## src/rtl/fvc_isqrt.sv

```systemverilog
// Iterative integer square root, two radicand bits per cycle.
`default_nettype none
module fvc_isqrt (
    input  wire logic        clk,
    input  wire logic        rst_n,
    input  wire logic        start,
    input  wire logic [63:0] radicand,
    output logic             done,
    output logic [31:0]      root
);
    logic        busy_reg, done_reg;
    logic [63:0] s_reg, r_reg, bit_reg, trial;

    assign trial = r_reg + bit_reg;

    always_ff @(posedge clk or negedge rst_n)
    begin
        if (!rst_n)
        begin
            busy_reg <= 1'b0;
            done_reg <= 1'b0;
        end
        else
        begin
            done_reg <= 1'b0;
            if (start)
                busy_reg <= 1'b1;
            else if (busy_reg && bit_reg == 64'd1)
            begin
                busy_reg <= 1'b0;
                done_reg <= 1'b1;
            end
        end
    end

    always_ff @(posedge clk)
    begin
        if (start)
        begin
            s_reg   <= radicand;
            r_reg   <= '0;
            bit_reg <= 64'd1 << 62;
        end
        else if (busy_reg)
        begin
            if (s_reg >= trial)
            begin
                s_reg <= s_reg - trial;
                r_reg <= (r_reg >> 1) + bit_reg;
            end
            else
                r_reg <= r_reg >> 1;
            bit_reg <= bit_reg >> 2;
        end
    end

    assign done = done_reg;
    assign root = r_reg[31:0];

endmodule
`default_nettype wire

```

## config.mk

```make
export PLATFORM = sky130hd
export DESIGN_NAME = fvc_isqrt
export DESIGN_NICKNAME = d
export VERILOG_FILES = /design/src/rtl/fvc_isqrt.sv
export SDC_FILE = /design/constraint.sdc
export NUM_CORES = 1
export LEC_CHECK = 0
export BUFFER_PORTS_ARGS = -buffer_cell sky130_fd_sc_hd__buf_2
export CAP_MARGIN = 40
export CORE_ASPECT_RATIO = 1.75
export CORE_MARGIN = 4
export CORE_UTILIZATION = 45
export CTS_CLUSTER_DIAMETER = 80
export DETAILED_ROUTE_END_ITERATION = 8
export GPL_TIMING_DRIVEN = 0
export PLACE_DENSITY_LB_ADDON = 0.05
export SLEW_MARGIN = 20
export SYNTH_ARGS = -nofsm -noshare
export SYNTH_HDL_FRONTEND = slang
export SYNTH_SLANG_ARGS = --single-unit
```

## constraint.sdc

```tcl
create_clock -name clk -period 15.73 [get_ports clk]
set_clock_uncertainty 0.2 [all_clocks]
set_input_delay 2.3595 -clock clk [delete_from_list [all_inputs] [get_ports clk]]
set_output_delay 2.3595 -clock clk [all_outputs]
set_load 0.01 [all_outputs]
```

==> reports/metrics.yaml <==
drt:
  drtIter0Drc: 1006
  drcViolationCount: 0
  vias_per_cell: 6.12
  vias: 14900
  wirelength_um: 55600
  drtAntennaViolNets: 0
  wl_per_cell_um: 22.8
  dr.pass1.iters: 5
sta:
  finalSetupTns_ns: 0
  finalHoldViolations: 0
  rsz0062_at_grt: "false"
  finalSetupViolCount: 0
  maxSlewHeadroom_pct: 39.9
  drv_slew: 0
  fmax_mhz: 125
  fin_crit_sh_pct: 50.7
  tightest_slew_ns: 0.901
  fin_crit_ns: 7.97
clock_tree:
  root_buffer: "clkbuf_16"
  clk_path_buf_depth: 2
  cts_setup_buffers: 0
  cts_tree: "yes"
  clkTransAtPathRegs_ns: 0.08
  clk_latency_ns: 0.46
  htreeDepth: 4
  cts-resized-gates: 0
  cts_made_buffers: 17
  clock_sinks: 162
  hold_buffers: 0
critical_path:
  cp-end-kind: "flop"
  path_max_fanout: 23
  crit_path_start_kind: "flop"
  crit_type: "flop to flop"
  critPathRequiredTime_ns: 15.68
  critPathArrivalTime_ns: 7.93
power:
  p_int_mw: 1.39
  ir_drop_v: 0.0000968
  p_clk_share_pct: 16.6
  pwr-share-comb_pct: 59.0
  swShare_pct: 46.7
  sequentialPowerShare_pct: 24.3
  switchingPower_mw: 1.22
  power_density_mw_per_mm2: 156
  p_leak_nw: 7.01
die:
  initial_utilization_pct: 45.6
  num_rows: 88
  ios: 100
  core_mm2: 0.0329
  die_height_um: 250
  die-area_mm2: 0.0364
  die_x_um: 146
placed_design:
  place_congestion: 0.975
  port_buffers: 98
  dpl_cell_area_mm2: 0.0161
  place_hpwl_um: 44400
yosys:
  synth_nets: 2090
  netlist.area_leader.share_pct: 12.8
  avgSynthCellArea_um2: 7.93
  ys.flop_type: "dfxtp_1"
  synth_edf_count: 64
  yosysWarningCount: 0
  synthTopCellsByArea: "dfxtp_1, edfxtp_1, ha_1"
  ys_seq_area_share_pct: 26.0
  ys_ff_latch: 162
  synth_top_cell_by_area: "dfxtp_1"
  yosysUniqueCellTypes: 80
  synth_cells: 1892
  ys_async_sr_fraction_pct: 1.23
  syn-cell-area_mm2: 0.0150
cells_and_area:
  antenna_cells: 0
  nFillCells: 3274
  area_growth_pct: 11.8
  drive_above_1_share_pct: 11.5
  final_cell_area_mm2: 0.0168
  final_nets: 2218
run_status:
  status: "complete, no violations"
global_route:
  antenna_found_initial: 0
  overflow: 0
  grt_max_degree: 25
  grt_pass1_wl_um: 84800
  grt_pass1_vias: 15100
  track_usage_pct: 29.9
min_path:
  hp-class: "flop to flop"
run:
  maxCapViolCount: 0
placed cells by master (no fill, tap or decap), drive strengths merged, types with 57 or more instances in the layout:
master  synthesis  final
buf            58    167
nor2          177    177
xor2           76     76
dfxtp          96     96
a21o           57     57
clkbuf         76    100
a21oi         138    138
edfxtp         64     64
o21ai         182    182
a31oi          62     62
nand2         218    218
xnor2          81     81
ha            130    130
power groups by stage:
stage / clock [mW] / sequential (mW) / combinational, mW
2_1_floorplan: 0 / 0.625 / 1.08
3_3_place_gp: 0 / 0.660 / 1.49
3_5_place_dp: 0 / 0.646 / 1.52
4_1_cts: 0.439 / 0.637 / 1.53
5_1_grt: 0.454 / 0.642 / 1.70
6_report: 0.434 / 0.636 / 1.54
final timing paths:
check | slack [ns] | cells past startpoint | end | startpoint
setup / recovery | 7.76 | 24 | s_reg[39]$_DFFE_PP_ | r_reg[4]$_SDFFE_PP0P_
hold / removal | 0.35 | 2 | r_reg[63]$_SDFFE_PP0P_ | r_reg[63]$_SDFFE_PP0P_
setup reg to reg | 7.76 | 24 | s_reg[39]$_DFFE_PP_ | r_reg[4]$_SDFFE_PP0P_
hold reg to reg | 0.35 | 2 | r_reg[63]$_SDFFE_PP0P_ | r_reg[63]$_SDFFE_PP0P_
max in group asynchronous | 13.76 | 1 | busy_reg$_DFFE_PN0P_ | rst_n
min in group asynchronous | 1.48 | 1 | done$_DFF_PN0_ | rst_n
through the flow:
step	hold WS, ns	utilization [%]	instances	total power [mW]	setup slack (ns)
after floorplan	0.276	-	1892	1.71	7.29
after global placement	0.320	48.6	2395	2.15	3.39
after detailed placement	0.330	49.0	2402	2.16	7.77
after CTS	0.340	50.8	2434	2.61	7.74
after global routing	0.372	50.9	2438	2.79	7.20
final	0.352	50.9	2438	2.61	7.76
final cells by class:
class / count / area [um2] / share of cell area [%]
clock inverters: 8 / 72.6 / 0.433
multi-input cells: 1573 / 10400 / 61.8
repair buffers: 109 / 659 / 3.93
plain buffers: 134 / 671 / 4.00
flip-flops and latches: 162 / 3890 / 23.2
clock buffers: 24 / 514 / 3.07
well taps: 405 / 507 / 3.02
inverters: 23 / 86.3 / 0.515
metal layers:
metal	share of wire, %	GRT usage [%]	vias to the layer above	wire [um]
li1	-	-	7223	-
met1	36	29.9	7051	19800
met2	53	56.5	471	29500
met3	3.6	3.43	184	2010
met4	7.9	21.4	0	4390
met5	0	0	-	0
logic make-up after synthesis:
logic type,after synthesis,share of synthesized area (%)
AOI/OAI and AO/OA,636,27.1
xor gates and xnor gates,157,9.17
adders and majority gates,131,11.0
buffers and inverters,157,5.05
DFF,162,26.0
muxes,52,3.53
and+or+nand+nor,597,18.2
synthesized netlist by cell type (4+ instances only):
cell	count
o211ai_1	10
nand2b_1	11
a211oi_2	4
a311oi_1	14
a211oi_1	27
a21boi_0	7
a21oi_1	135
clkbuf_1	73
o21ai_1	5
buf_4	38
o31ai_1	17
o21ai_0	177
dfxtp_1	96
nand2_1	218
nand3_1	26
edfxtp_1	64
o21a_1	13
nor3_1	24
and4_1	4
buf_2	11
and3_1	9
xnor2_1	81
a31o_2	14
or3_1	20
mux2i_1	45
a22oi_1	16
o21bai_1	36
a31oi_1	62
buf_1	8
nor4_1	15
a211o_1	4
ha_1	130
xor2_1	76
inv_1	23
nor2b_1	19
and2_1	10
a21o_1	57
nor2_1	177
mux2_2	7
nand4_1	47
critical path: stages, from the launching register on:
cell and delay, ns:
dfxtp_1 0.42, ha_1 0.40, nand2_1 0.09, o21bai_1 0.59, a21oi_1 0.27, o31ai_1 0.44
nand4_1 0.18, nand3_1 0.12, a21boi_0 0.12, o21ai_0 0.37, a31oi_1 0.16, xor2_1 0.18
ha_1 0.40, nand2_1 0.18, or4_1 0.58, nor4_1 0.65, nor3_1 0.15, a2111oi_2 0.47
a211oi_2 0.14, buf_4 0.21, buf_4 0.22, buf_4 0.23, o21bai_4 0.44, buf_16 0.22
buf_16 0.18
No activity file was read; power rests on OpenSTA's default activity.
