### src/rtl/fvc_pkg.sv
// Shared constants, types and the arctangent table for the free-look camera block.
`default_nettype none
package fvc_pkg;

    // item kinds carried on tuser
    localparam logic [1:0] KIND_LOOK = 2'd0;
    localparam logic [1:0] KIND_ZOOM = 2'd1;
    localparam logic [1:0] KIND_POSE = 2'd2;

    // configuration register indexes
    localparam logic CFG_SENS = 1'b0;
    localparam logic CFG_ZOOM = 1'b1;

    localparam int NUM_W = 47;   // divider dividend width
    localparam int QUO_W = 15;   // divider quotient width

    typedef logic signed [32:0] trig_t;   // Q1.30 with headroom
    typedef logic signed [15:0] unit_t;   // Q2.14
    typedef logic signed [26:0] ang_t;    // Q.16 degrees

    // atan(2^-i) in Q.16 degrees
    function automatic ang_t atan_q16(input logic [4:0] i);
        ang_t v;
        begin
            case (i)
                5'd0:    v = 27'sd2949120;
                5'd1:    v = 27'sd1740967;
                5'd2:    v = 27'sd919879;
                5'd3:    v = 27'sd466945;
                5'd4:    v = 27'sd234379;
                5'd5:    v = 27'sd117304;
                5'd6:    v = 27'sd58666;
                5'd7:    v = 27'sd29335;
                5'd8:    v = 27'sd14668;
                5'd9:    v = 27'sd7334;
                5'd10:   v = 27'sd3667;
                5'd11:   v = 27'sd1833;
                5'd12:   v = 27'sd917;
                5'd13:   v = 27'sd458;
                5'd14:   v = 27'sd229;
                5'd15:   v = 27'sd115;
                5'd16:   v = 27'sd57;
                5'd17:   v = 27'sd29;
                5'd18:   v = 27'sd14;
                5'd19:   v = 27'sd7;
                5'd20:   v = 27'sd4;
                5'd21:   v = 27'sd2;
                5'd22:   v = 27'sd1;
                default: v = 27'sd0;
            endcase
            return v;
        end
    endfunction

endpackage
`default_nettype wire

### src/rtl/fvc_div.sv
// Restoring divider, one quotient bit per cycle; quotient known to fit 15 bits.
`default_nettype none
module fvc_div (
    input  wire logic                          clk,
    input  wire logic                          rst_n,
    input  wire logic                          start,
    input  wire logic [fvc_pkg::NUM_W-1:0]     num,
    input  wire logic [31:0]                   den,
    output logic                               done,
    output logic [fvc_pkg::QUO_W-1:0]          quo
);
    import fvc_pkg::*;

    logic             busy_reg, done_reg;
    logic [3:0]       it_reg;
    logic [NUM_W-1:0] rem_reg, dsh;
    logic [31:0]      den_reg;
    logic [QUO_W-1:0] q_reg;

    assign dsh = NUM_W'(den_reg) << it_reg;

    always_ff @(posedge clk or negedge rst_n)
    begin
        if (!rst_n)
        begin
            busy_reg <= 1'b0;
            done_reg <= 1'b0;
            it_reg   <= '0;
        end
        else
        begin
            done_reg <= 1'b0;
            if (start)
            begin
                busy_reg <= 1'b1;
                it_reg   <= 4'(QUO_W - 1);
            end
            else if (busy_reg)
            begin
                it_reg <= it_reg - 1'b1;
                if (it_reg == 4'd0)
                begin
                    busy_reg <= 1'b0;
                    done_reg <= 1'b1;
                end
            end
        end
    end

    always_ff @(posedge clk)
    begin
        if (start)
        begin
            rem_reg <= num;
            den_reg <= den;
            q_reg   <= '0;
        end
        else if (busy_reg)
        begin
            if (rem_reg >= dsh)
            begin
                rem_reg <= rem_reg - dsh;
                q_reg   <= {q_reg[QUO_W-2:0], 1'b1};
            end
            else
                q_reg <= {q_reg[QUO_W-2:0], 1'b0};
        end
    end

    assign done = done_reg;
    assign quo  = q_reg;

endmodule
`default_nettype wire

### config.mk
export PLATFORM = sky130hd
export DESIGN_NAME = fvc_div
export DESIGN_NICKNAME = d
export VERILOG_FILES = /design/src/rtl/fvc_pkg.sv /design/src/rtl/fvc_div.sv
export SDC_FILE = /design/constraint.sdc
export NUM_CORES = 1
export LEC_CHECK = 0
export ABC_AREA = 1
export BUFFER_PORTS_ARGS = -buffer_cell sky130_fd_sc_hd__buf_2
export CORE_MARGIN = 2
export CORE_UTILIZATION = 65
export CTS_CLUSTER_DIAMETER = 120
export DETAILED_ROUTE_END_ITERATION = 12
export PLACE_DENSITY = 0.87
export SYNTH_ARGS = -nofsm -noshare
export SYNTH_HDL_FRONTEND = slang
export SYNTH_SLANG_ARGS = --single-unit
### constraint.sdc
create_clock -name clk -period 9.39 [get_ports clk]
set_clock_uncertainty 0.05 [all_clocks]
set_input_delay 0.939 -clock clk [delete_from_list [all_inputs] [get_ports clk]]
set_output_delay 0.939 -clock clk [all_outputs]
set_load 0.02 [all_outputs]
==> results.yml <==
layout:
  largest_reg_flops: 47
  fin_util_pct: 73.2
  diodes: 0
  fillCellCount: 1190
  drive_above_1_share_pct: 11.4
  nets: 1729
  synthToLayoutAreaGrowth_pct: 9.44
routing:
  num_vias: 10100
  dr.pass1.iters: 6
  detail-route-antenna-nets: 0
  drt-initial-drc-count: 1335
  wl_per_cell_um: 16.6
  drc_errors: 0
  drt_wl_total_um: 29500
  viasPerCell: 5.68
global_routing:
  grt_max_degree: 57
  gr-usage-all-layers_pct: 39.4
  met2_usage_pct: 61.5
  grt_pass1_wl_um: 46000
  gr-usage-met1_pct: 54.7
  gr-total-overflow: 0
  busiest_layer: "met2"
  use_met3_pct: 6.68
  antenna_found_initial: 0
  grt_pass1_vias: 9321
sta:
  rsz0062_at_grt: "no"
  worst_slew_pin_slew_ns: 0.990
  drv_slew: 0
  max_freq_mhz: 212
  slew_headroom_pct: 33.9
  min_period_over_period_pct: 50.2
  hold_viol: 0
  fin_setup_tns_ns: 0
  fin_crit_ns: 4.71
  report.final.setup_viol: 0
clock_network:
  root_buffer: "clkbuf_16"
  clock-sinks: 100
  insertion_delay_ns: 0.38
  holdBufCountCts: 0
  cts_max_level: 3
  cts-resized-gates: 0
  postCtsSetupRepairBufs: 0
  numCtsBuffers: 9
  clkTransAtPathRegs_ns: 0.08
  cts_tree: "yes"
  cts_max_path_buffers: 2
synth:
  async_flop_share_pct: 6.00
  syn_area_mm2: 0.00936
  synth-seq-cells: 100
  yosysTopAreaCell: "edfxtp_1"
  muxShareOfSynthArea_pct: 0.535
  yosys.area.top_type_share_pct: 25.3
  synthAdderAreaFrac_pct: 6.63
  synth-xor-area-share_pct: 1.50
  synth_cell_types: 35
  synthSimpleGateAreaFrac_pct: 40.6
  synth_nets: 1660
  netlist_instances: 1529
  synth_edf_count: 79
  yosysWarnings: 0
  synth_compound_area_share_pct: 8.59
  synth_seq_area_share_pct: 30.2
  syn_area_per_cell_um2: 6.12
  synthTopCellsByArea: "edfxtp_1 25%, nand2_1 25%, inv_1 9.5%"
  synth_top_family_by_area: "simple AND/OR/NAND/NOR gates"
  ys.flop_type: "edfxtp_1"
die:
  start_util_pct: 66.9
  die_w_um: 124
  ios: 98
  dieArea_mm2: 0.0154
  row_count: 43
  chipHeight_um: 124
  core_mm2: 0.0140
worst_setup_path:
  reg2reg_depth: 20
  critPathMaxStageDelay_ns: 0.54
  reg2reg_from: "it_reg[0]"
  worstPathMaxFanout: 47
  cp_slowest_cell: "buf_4"
  r2r-end: "rem_reg[0]"
  worstSetupStartpoint: "it_reg[0]"
  critPathRequiredTime_ns: 9.35
  crit_top_cell: "nand2_1"
  cp.buffers_inverters: 4
  endpoint: "rem_reg[0]"
  path_cells: "buf_4 -> inv_2 -> nand2_1 -> nand2_1 -> inv_1 -> nand2_1 -> o21ai_0 -> nand2_1 -> o21ai_0 -> or2_2 -> ha_1 -> nand2_1 -> nor2_1 -> nand4_1 -> nor2_1 -> nand3_1 -> nand4_1 -> nand2_1 -> nand2_2 -> buf_4"
  crit_cells: 20
  path_class: "flop to flop"
  crit_family: "simple AND/OR/NAND/NOR gates"
  worstSetupEndpointType: "flop"
  ff2ff_setup_slack_ns: 4.68
  crit_arrival_ns: 4.67
  cp-start-kind: "flop"
power_and_ir_drop:
  leakage_nw: 5.52
  vdd_drop_max_mv: 0.157
  power.total_mw: 3.42
  power_density_mw_per_mm2: 333
hold_path:
  hp-class: "input pin to asynchronous set/reset pin"
outcome:
  status: "complete, no violations"
placement:
  io_buffers: 97
  dp_hpwl_um: 23100
  gp_congestion: 1.01
job:
  max_cap_viol_count: 0
==> cells in the final DEF (no fill, tap or decap), types with 2 or more instances in the layout <==
cell,netlist,routed
edfxtp_1,79,79
dfxtp_1,15,15
o21ai_1,11,11
o21bai_1,3,3
a31oi_1,2,2
ha_1,48,48
nand2_2,14,15
nand2_1,614,613
nor2_2,18,18
mux2i_1,5,5
o21ai_0,101,101
dfrtp_1,6,6
inv_8,0,2
or2_2,12,12
xor2_1,2,2
buf_4,5,8
nor3_1,2,2
xnor2_1,14,14
nand3_1,120,120
nand4_1,10,10
nand3_2,6,6
nor2_1,105,105
clkinv_8,0,3
a21oi_1,35,35
a21o_1,2,2
nand3b_1,5,5
nor3_2,2,2
inv_2,7,7
inv_1,237,237
clkbuf_16,0,9
nor4_1,4,4
buf_2,12,96
==> worst min path at each step <==
| stage | from | to | slack, ns | cells after the start |
|---|---|---|---|---|
| after floorplan | quo[0] | quo[0] | 0.49 | 2 |
| after global placement | quo[0] | quo[0] | 0.42 | 2 |
| after detailed placement | quo[0] | quo[0] | 0.44 | 2 |
| after CTS | rst_n | busy_reg | 0.32 | 1 |
| after global routing | rst_n | busy_reg | 0.33 | 1 |
| final | rst_n | busy_reg | 0.32 | 1 |
==> Yosys cell counts (14+ instances only) <==
cell	instances
nand2_1	614
inv_1	237
nand3_1	120
nor2_1	105
o21ai_0	101
edfxtp_1	79
ha_1	48
a21oi_1	35
clkbuf_1	26
nor2_2	18
dfxtp_1	15
nand2_2	14
xnor2_1	14
==> final cells by class <==
class	instances	area [µm²]	share of cell area (%)
Multi-Input combinational cell	1139	5420	52.9
Sequential cell	100	2820	27.6
Inverter	244	916	8.94
Timing Repair Buffer	104	541	5.28
Clock buffer	9	225	2.20
Tap cell	180	225	2.20
Clock inverter	7	96.3	0.940
==> worst reg2reg max path, stage by stage (launching register included) <==
cell,delay [ns]
dfrtp_1,0.37
buf_4,0.24
inv_2,0.41
nand2_1,0.12
nand2_1,0.11
inv_1,0.06
nand2_1,0.06
o21ai_0,0.14
nand2_1,0.09
o21ai_0,0.13
or2_2,0.34
ha_1,0.35
nand2_1,0.14
nor2_1,0.29
nand4_1,0.23
nor2_1,0.20
nand3_1,0.11
nand4_1,0.14
nand2_1,0.09
nand2_2,0.08
buf_4,0.54
==> per-stage QoR <==
stage,hold slack [ns],instances,setup WS [ns],area [µm²]
final,0.318,1783,4.68,10200
after global routing,0.326,1783,4.44,10200
after CTS,0.318,1783,4.82,10200
after detailed placement,0.439,1767,4.85,9920
after global placement,0.419,1767,4.98,9920
after floorplan,0.490,1529,5.51,9360
==> cell families after synthesis <==
kind of cell / count (synthesis)
and+or+nand+nor: 913
AOI/OAI and AO/OA: 156
xor gates and xnor gates: 16
DFF: 100
buffers and inverters: 290
muxes: 5
adders and majority gates: 49
==> where the power goes <==
part	internal, mW	switching (mW)	leakage [nW]	total, mW
logic	0.731	1.54	4.38	2.27
clock network	0.196	0.217	0.156	0.412
registers	0.662	0.0731	0.989	0.735
==> routing by layer <==
metal | vias to the layer above | routed length (µm)
li1 | 4945 | -
met1 | 4498 | 12600
met2 | 596 | 12800
met3 | 88 | 3120
met4 | 0 | 1030
met5 | - | 0
No activity file was read; power rests on OpenSTA's default activity.
