## src/rtl/fvc_pkg.sv

```systemverilog
// Shared constants, types and the arctangent table for the free-look camera block.
`default_nettype none
package fvc_pkg;

    // item kinds carried on tuser
    localparam logic [1:0] KIND_LOOK = 2'd0;
    localparam logic [1:0] KIND_ZOOM = 2'd1;
    localparam logic [1:0] KIND_POSE = 2'd2;

    // configuration register indexes
    localparam logic CFG_SENS = 1'b0;
    localparam logic CFG_ZOOM = 1'b1;

    localparam int NUM_W = 47;   // divider dividend width
    localparam int QUO_W = 15;   // divider quotient width

    typedef logic signed [32:0] trig_t;   // Q1.30 with headroom
    typedef logic signed [15:0] unit_t;   // Q2.14
    typedef logic signed [26:0] ang_t;    // Q.16 degrees

    // atan(2^-i) in Q.16 degrees
    function automatic ang_t atan_q16(input logic [4:0] i);
        ang_t v;
        begin
            case (i)
                5'd0:    v = 27'sd2949120;
                5'd1:    v = 27'sd1740967;
                5'd2:    v = 27'sd919879;
                5'd3:    v = 27'sd466945;
                5'd4:    v = 27'sd234379;
                5'd5:    v = 27'sd117304;
                5'd6:    v = 27'sd58666;
                5'd7:    v = 27'sd29335;
                5'd8:    v = 27'sd14668;
                5'd9:    v = 27'sd7334;
                5'd10:   v = 27'sd3667;
                5'd11:   v = 27'sd1833;
                5'd12:   v = 27'sd917;
                5'd13:   v = 27'sd458;
                5'd14:   v = 27'sd229;
                5'd15:   v = 27'sd115;
                5'd16:   v = 27'sd57;
                5'd17:   v = 27'sd29;
                5'd18:   v = 27'sd14;
                5'd19:   v = 27'sd7;
                5'd20:   v = 27'sd4;
                5'd21:   v = 27'sd2;
                5'd22:   v = 27'sd1;
                default: v = 27'sd0;
            endcase
            return v;
        end
    endfunction

endpackage
`default_nettype wire

```

## src/rtl/fvc_cordic.sv

```systemverilog
// Iterative rotation-mode CORDIC: cosine and sine of an angle in degrees.
`default_nettype none
module fvc_cordic #(
    parameter int ANGLE_FRAC_BITS = 8,
    parameter int TRIG_ITERATIONS = 16
) (
    input  wire logic                          clk,
    input  wire logic                          rst_n,
    input  wire logic                          start,
    input  wire logic [ANGLE_FRAC_BITS+9:0]    angle,
    output logic                               done,
    output fvc_pkg::trig_t                     cos_out,
    output fvc_pkg::trig_t                     sin_out
);
    import fvc_pkg::*;

    localparam int N  = (TRIG_ITERATIONS < 24) ? TRIG_ITERATIONS : 24;
    localparam int CW = $clog2(N + 1);
    localparam ang_t FULL = 27'sd23592960;
    localparam ang_t D180 = 27'sd11796480;
    localparam ang_t D90  = 27'sd5898240;
    localparam trig_t K_INIT = 33'sd652032874;

    logic          busy_reg, done_reg, flip_reg;
    logic [CW-1:0] it_reg;
    trig_t         x_reg, y_reg, xn, yn, xs, ys, cos_reg, sin_reg;
    ang_t          z_reg, zn, r0, r1, r2;
    logic          fl;

    // range reduction to [-90, 90] with sign flip
    always_comb
    begin
        r0 = ang_t'($signed(angle)) <<< (16 - ANGLE_FRAC_BITS);
        if (r0 > D180)
            r1 = r0 - FULL;
        else if (r0 <= -D180)
            r1 = r0 + FULL;
        else
            r1 = r0;
        fl = 1'b0;
        r2 = r1;
        if (r1 > D90)
        begin
            r2 = r1 - D180;
            fl = 1'b1;
        end
        else if (r1 < -D90)
        begin
            r2 = r1 + D180;
            fl = 1'b1;
        end
    end

    always_comb
    begin
        xs = x_reg >>> it_reg;
        ys = y_reg >>> it_reg;
        if (!z_reg[26])
        begin
            xn = x_reg - ys;
            yn = y_reg + xs;
            zn = z_reg - atan_q16(5'(it_reg));
        end
        else
        begin
            xn = x_reg + ys;
            yn = y_reg - xs;
            zn = z_reg + atan_q16(5'(it_reg));
        end
    end

    always_ff @(posedge clk or negedge rst_n)
    begin
        if (!rst_n)
        begin
            busy_reg <= 1'b0;
            done_reg <= 1'b0;
            it_reg   <= '0;
        end
        else
        begin
            done_reg <= 1'b0;
            if (start)
            begin
                busy_reg <= 1'b1;
                it_reg   <= '0;
            end
            else if (busy_reg)
            begin
                it_reg <= it_reg + 1'b1;
                if (it_reg == CW'(N - 1))
                begin
                    busy_reg <= 1'b0;
                    done_reg <= 1'b1;
                end
            end
        end
    end

    always_ff @(posedge clk)
    begin
        if (start)
        begin
            x_reg    <= K_INIT;
            y_reg    <= '0;
            z_reg    <= r2;
            flip_reg <= fl;
        end
        else if (busy_reg)
        begin
            x_reg <= xn;
            y_reg <= yn;
            z_reg <= zn;
            if (it_reg == CW'(N - 1))
            begin
                cos_reg <= flip_reg ? -xn : xn;
                sin_reg <= flip_reg ? -yn : yn;
            end
        end
    end

    assign done    = done_reg;
    assign cos_out = cos_reg;
    assign sin_out = sin_reg;

endmodule
`default_nettype wire

```

## config.mk

```make
export PLATFORM = sky130hd
export DESIGN_NAME = fvc_cordic
export DESIGN_NICKNAME = d
export VERILOG_FILES = /design/src/rtl/fvc_pkg.sv /design/src/rtl/fvc_cordic.sv
export SDC_FILE = /design/constraint.sdc
export NUM_CORES = 1
export LEC_CHECK = 0
export ABC_AREA = 1
export BUFFER_PORTS_ARGS = -buffer_cell sky130_fd_sc_hd__buf_4
export CORE_MARGIN = 1.5
export CORE_UTILIZATION = 35
export DETAILED_ROUTE_END_ITERATION = 6
export PLACE_DENSITY_LB_ADDON = 0.2
export SYNTH_ARGS = -nofsm -noshare
export SYNTH_HDL_FRONTEND = slang
export SYNTH_SLANG_ARGS = --single-unit
```

## constraint.sdc

```tcl
create_clock -name clk -period 5.65 [get_ports clk]
set_input_delay 1.13 -clock clk [delete_from_list [all_inputs] [get_ports clk]]
set_output_delay 1.13 -clock clk [all_outputs]
set_load 0.02 [all_outputs]
```

==> out/metrics.cfg, run 1 <==
[run_status]
status = completed

[clock_network]
cts_buffer_depth = 2
clk_latency_ps = 520
htree_num_levels = 4
cts_root_buffer = clkbuf_16
cts_hold_buf = 0
path_clk_slew_ps = 80
cts_tree = built
numCtsBuffers = 17
clkSinkCount = 167

[logic_synthesis]
synth_warnings = 0
ys.flop_type = edfxtp_1
synth-seq-cells = 167
ys_types = 61
synth_top_cells_by_area = nand2_1, edfxtp_1, nand3_1
syn_nets = 3638
post-synth-top-area-fraction_pct = 21.4
yosysTopAreaCell = nand2_1
synth_area_um2 = 20900
async_flop_share_pct = 4.19
seq_area_frac_synth_pct = 20.7
syn_inst = 3501
synth_edf_count = 94
syn_area_per_cell_um2 = 5.96

[grt]
grt_pass1_wl_um = 122000
grt_usage_pct = 26.1
grt-ovfl-total = 0
antenna_found_initial = 0
grt_pass1_vias = 21267
grt_max_degree = 67

[worst_setup_path]
worstPathRequired_ps = 5880
crit_path_top_delay_cell = dfrtp_2
worst_setup_path_end_kind = register
setup.worst_path.class = reg -> reg
worst_ep_arrival_time_ps = 5570
worstPathMaxFanout = 26
regToRegSetupSlack_ps = 310
reg2reg_depth = 31
cpMostUsedCell = nand2_1
timing.rr.end = sin_out[25]
critPathLaunchType = register
regToRegStartpoint = it_reg[0]
crit_path_max_incr_delay_ps = 520

[flow_run]
maxCapViolations = 0

[die]
core_um2 = 58900
dieArea_um2 = 61100
num_rows = 89
die_height_um = 247
die_w_um = 247
pin_count = 88
initial_utilization_pct = 35.4

[route]
drc = 0
wirelength_um = 79700
drtPass1Iterations = 6
vias = 22968
drt_iter0_markers = 2012
avgRoutedWirePerCell_um = 18.2
ant_nets = 0
vias_per_cell = 5.23

[timing]
period_share_pct = 94.4
fin_skew_ps = 20.9
maxSlewViolCount = 0
hold_viol = 0
relSlewSlack_pct = 37.2
post-route-min-period_ps = 5340
tightest_slew_ps = 942
fin_tns_setup_ps = 0
rsz0062_at_grt = yes
max_freq_mhz = 187
setup_viol = 0

[cells_and_area]
antenna_cells = 0
drive_gt1_share_pct = 13.6
fillers = 6444
final_common_cell = nand2_1
layout_common_cells = nand2_1, nand3_1, inv_1
area_growth_syn_to_layout_pct = 14.0
num-nets-final = 3742

[place]
gp_congestion = 0.966
dp_hpwl_um = 65100
io_buffers = 87

[hold_path]
hp-class = in -> async

[stage by stage]
stage	area [µm²]	instances	hold WS, ps	setup WS [ps]	utilization, %
CTS	23300	4381	400	92.6	39.5
floorplan	20900	3501	457	846	-
global route	23800	4391	411	-64.3	40.3
finish	23800	4391	425	315	40.3
detailed placement	22700	4349	510	123	38.5
global placement	22700	4349	518	229	38.5
[worst max-delay path by stage]
stage                   to  slack, ps       from  depth (start not counted)
6_report       sin_out[25]        310  it_reg[0]                         31
5_1_grt        cos_out[26]        -60  it_reg[0]                         38
4_1_cts        sin_out[26]         90  it_reg[0]                         26
3_5_place_dp   sin_out[26]        120  it_reg[0]                         26
3_3_place_gp   sin_out[26]        230  it_reg[0]                         26
2_1_floorplan   cos_out[0]        850      start                          3
[metal layers]
metal  GRT usage [%]  vias to the layer above  wire length (µm)
li1                -                    11592                 -
met4            8.95                        0              2430
met1            35.2                    10589             36900
met2            41.7                      674             35400
met5               0                        -                 0
met3            4.47                      113              4980
[logic make-up (layout without fill, tap and decap cells)]
family / Yosys count / in the layout / share of synthesized area, %
buffers and inverters: 528 / 645 / 10.5
adders and majority gates: 116 / 116 / 7.07
and+or+nand+nor: 2169 / 2169 / 45.0
DFF: 167 / 167 / 20.7
xor gates and xnor gates: 147 / 147 / 6.24
AOI/OAI and AO/OA: 374 / 374 / 10.4
[worst max-delay path, delay by kind of cell (launching register included)]
family	cells	cell delay (ps)
AND/OR/NAND/NOR	23	2660
XOR/XNOR	2	610
AO/OA/AOI/OAI	3	540
flip-flops	1	520
adder cells (fa/ha/maj)	1	390
buffers and inverters	2	320
[area by class of cell]
type	count	area, µm²	area share, %
flip-flops and latches	167	4320	18.2
multi-input cells	2806	14800	62.1
well taps	773	967	4.07
repair buffers	193	1580	6.63
inverters	420	1580	6.64
clock buffers	19	433	1.82
clock inverters	13	136	0.574
[timing repair]
item                                    in CTS  in global routing
endpoints found under the hold margin        0                  0
gates resized for setup                      0                124
setup buffers                                0                  8
endpoints found under the setup margin       0                 30
[cells in the mapped netlist, drive strengths merged (30+ instances only)]
library cell / number
edfxtp: 94
nand3: 495
a21oi: 127
clkbuf: 39
nand2: 1229
xor2: 115
xnor2: 32
o21ai: 144
dfxtp: 66
nand4: 48
nor3: 30
buf: 69
o22ai: 30
nor2: 318
ha: 113
inv: 418
Power of run 1 is left out: the tool's default activity adds up to more than one toggle a clock period on the data nets, which glitch-free logic cannot reach.
==> run 2, diff against run 1 <==
CORE_MARGIN = 5   (was 1.5)
SLEW_MARGIN = 20   (was unset)
==> run 2 against run 1 <==
Net effect:
- hold slack gained 2.5 ps
- register-to-register slack is essentially flat
- die area grew 5.7%
- non-clock buffer count shrank 33
- first-iteration DRC count shrank 2.5%
- flip-flop and latch count is the same
- core utilization shrank 0.62 points
- via count shrank 1.4%
- critical path type unchanged
==> out/metrics.cfg, run 2 (synthesis results as in run 1) <==
[timing]
setup_viol = 0  ; unchanged
post-route-min-period_ps = 5340  ; +7.95 ps
tightest_slew_ps = 927  ; -15.4 ps
max_freq_mhz = 187  ; -0.15%
rsz0062_at_grt = yes
relSlewSlack_pct = 38.2  ; +1.0 points
maxSlewViolCount = 0  ; unchanged
period_share_pct = 94.6  ; +0.14 points
fin_skew_ps = 23.4  ; +2.54 ps
hold_viol = 0  ; unchanged

[worst_setup_path]
worstPathRequired_ps = 5910  ; +30 ps
worst_ep_arrival_time_ps = 5600  ; +30 ps
cpLargestDelayFamily = simple AND/OR/NAND/NOR gates
worst_setup_path_end_kind = register
cp_num_buf_inv = 7  ; +5
regToRegSetupSlack_ps = 310  ; about the same
worstPathMaxFanout = 38  ; +46%
crit_path_max_incr_delay_ps = 470  ; -50 ps
cpMostUsedCell = nand2_1
critPathLaunchType = register
crit_path_top_delay_cell = dfrtp_2
setup.worst_path.class = reg -> reg

[clock_network]
cts_root_buffer = clkbuf_16
path_clk_slew_ps = 80  ; about the same
cts_buffer_depth = 2  ; unchanged
htree_num_levels = 4  ; unchanged
numCtsBuffers = 17  ; unchanged
clk_latency_ps = 510  ; about the same
cts_tree = built
clkSinkCount = 167  ; unchanged
cts_hold_buf = 0  ; unchanged

[die]
die_w_um = 254  ; +2.8%
pin_count = 88  ; unchanged
num_rows = 89  ; unchanged
core_um2 = 59000  ; +0.19%
dieArea_um2 = 64600  ; +5.7%
die_height_um = 254  ; +2.8%
initial_utilization_pct = 35.3  ; -0.067 points

[place]
dp_hpwl_um = 62800  ; -3.5%
gp_congestion = 1.04  ; +7.5%
io_buffers = 87  ; unchanged
placed_cells = 4321  ; -0.64%

[cells_and_area]
final_common_cell = nand2_1
layout_common_cells = nand2_1, nand3_1, inv_1
drive_gt1_share_pct = 12.2  ; -1.4 points
fin_cells = 4358  ; -0.75%
num-nets-final = 3709  ; -0.88%
antenna_cells = 0  ; unchanged
area_growth_syn_to_layout_pct = 12.4

[hold_path]
hp-class = in -> async

[route]
vias = 22646  ; -1.4%
drtPass1Iterations = 5  ; -1
drc = 0  ; unchanged
drt_iter0_markers = 1962  ; -2.5%
vias_per_cell = 5.20  ; -0.66%
wirelength_um = 77600  ; -2.7%
avgRoutedWirePerCell_um = 17.8  ; -1.9%
ant_nets = 0  ; unchanged

[grt]
grt_pass1_wl_um = 119000  ; -2.9%
antenna_found_initial = 0  ; unchanged
grt_pass1_vias = 20744  ; -2.5%
grt-ovfl-total = 0  ; unchanged
grt_max_degree = 78  ; +16%
grt_usage_pct = 23.4  ; -2.7 points

[run_status]
status = completed

[flow_run]
maxCapViolations = 0  ; unchanged

[run 2: final timing paths]
kind                               end  cells after the start      start
setup reg to reg           cos_out[28]                     32  it_reg[0]
hold / removal               it_reg[2]                      1      rst_n
min in group clk             y_reg[18]                      2  y_reg[18]
max in group asynchronous    it_reg[0]                      1      rst_n
hold reg to reg              y_reg[18]                      2  y_reg[18]
setup / recovery           cos_out[28]                     32  it_reg[0]
[run 2: routing by layer]
metal | track usage, % | share of wire, %
met5 | 0 | 0
met4 | 8.15 | 3.6
met3 | 4.11 | 6.6
met2 | 36.5 | 43
met1 | 32.8 | 47
[run 2: repair_timing]
| item | CTS | global route |
|---|---|---|
| gates resized for setup | 0 | 97 |
| buffers inserted | 0 | 3 |
| endpoints found under the setup margin | 0 | 28 |
[run 2: area by class of cell]
type	count	area, µm²
clock inverter	12	138
clock buffer	20	447
inverter	420	1590
multi-input combinational	2806	14600
sequential	167	4320
fill	6606	35600
tap	773	967
timing repair buffer	160	1340
[run 2: per-stage QoR]
| stage | TNS [ps] | setup slack (ps) | utilization, % | hold WS [ps] | cell area, µm² |
|---|---|---|---|---|---|
| floorplan | 0 | 846 | - | 457 | 20900 |
| global placement | 0 | 240 | 38.1 | 527 | 22500 |
| detailed placement | 0 | 209 | 38.1 | 528 | 22500 |
| CTS | 0 | 177 | 39.1 | 407 | 23100 |
| global route | -197 | -40.0 | 39.7 | 417 | 23400 |
| finish | 0 | 307 | 39.7 | 427 | 23400 |
Power of run 2 is left out for the same reason.
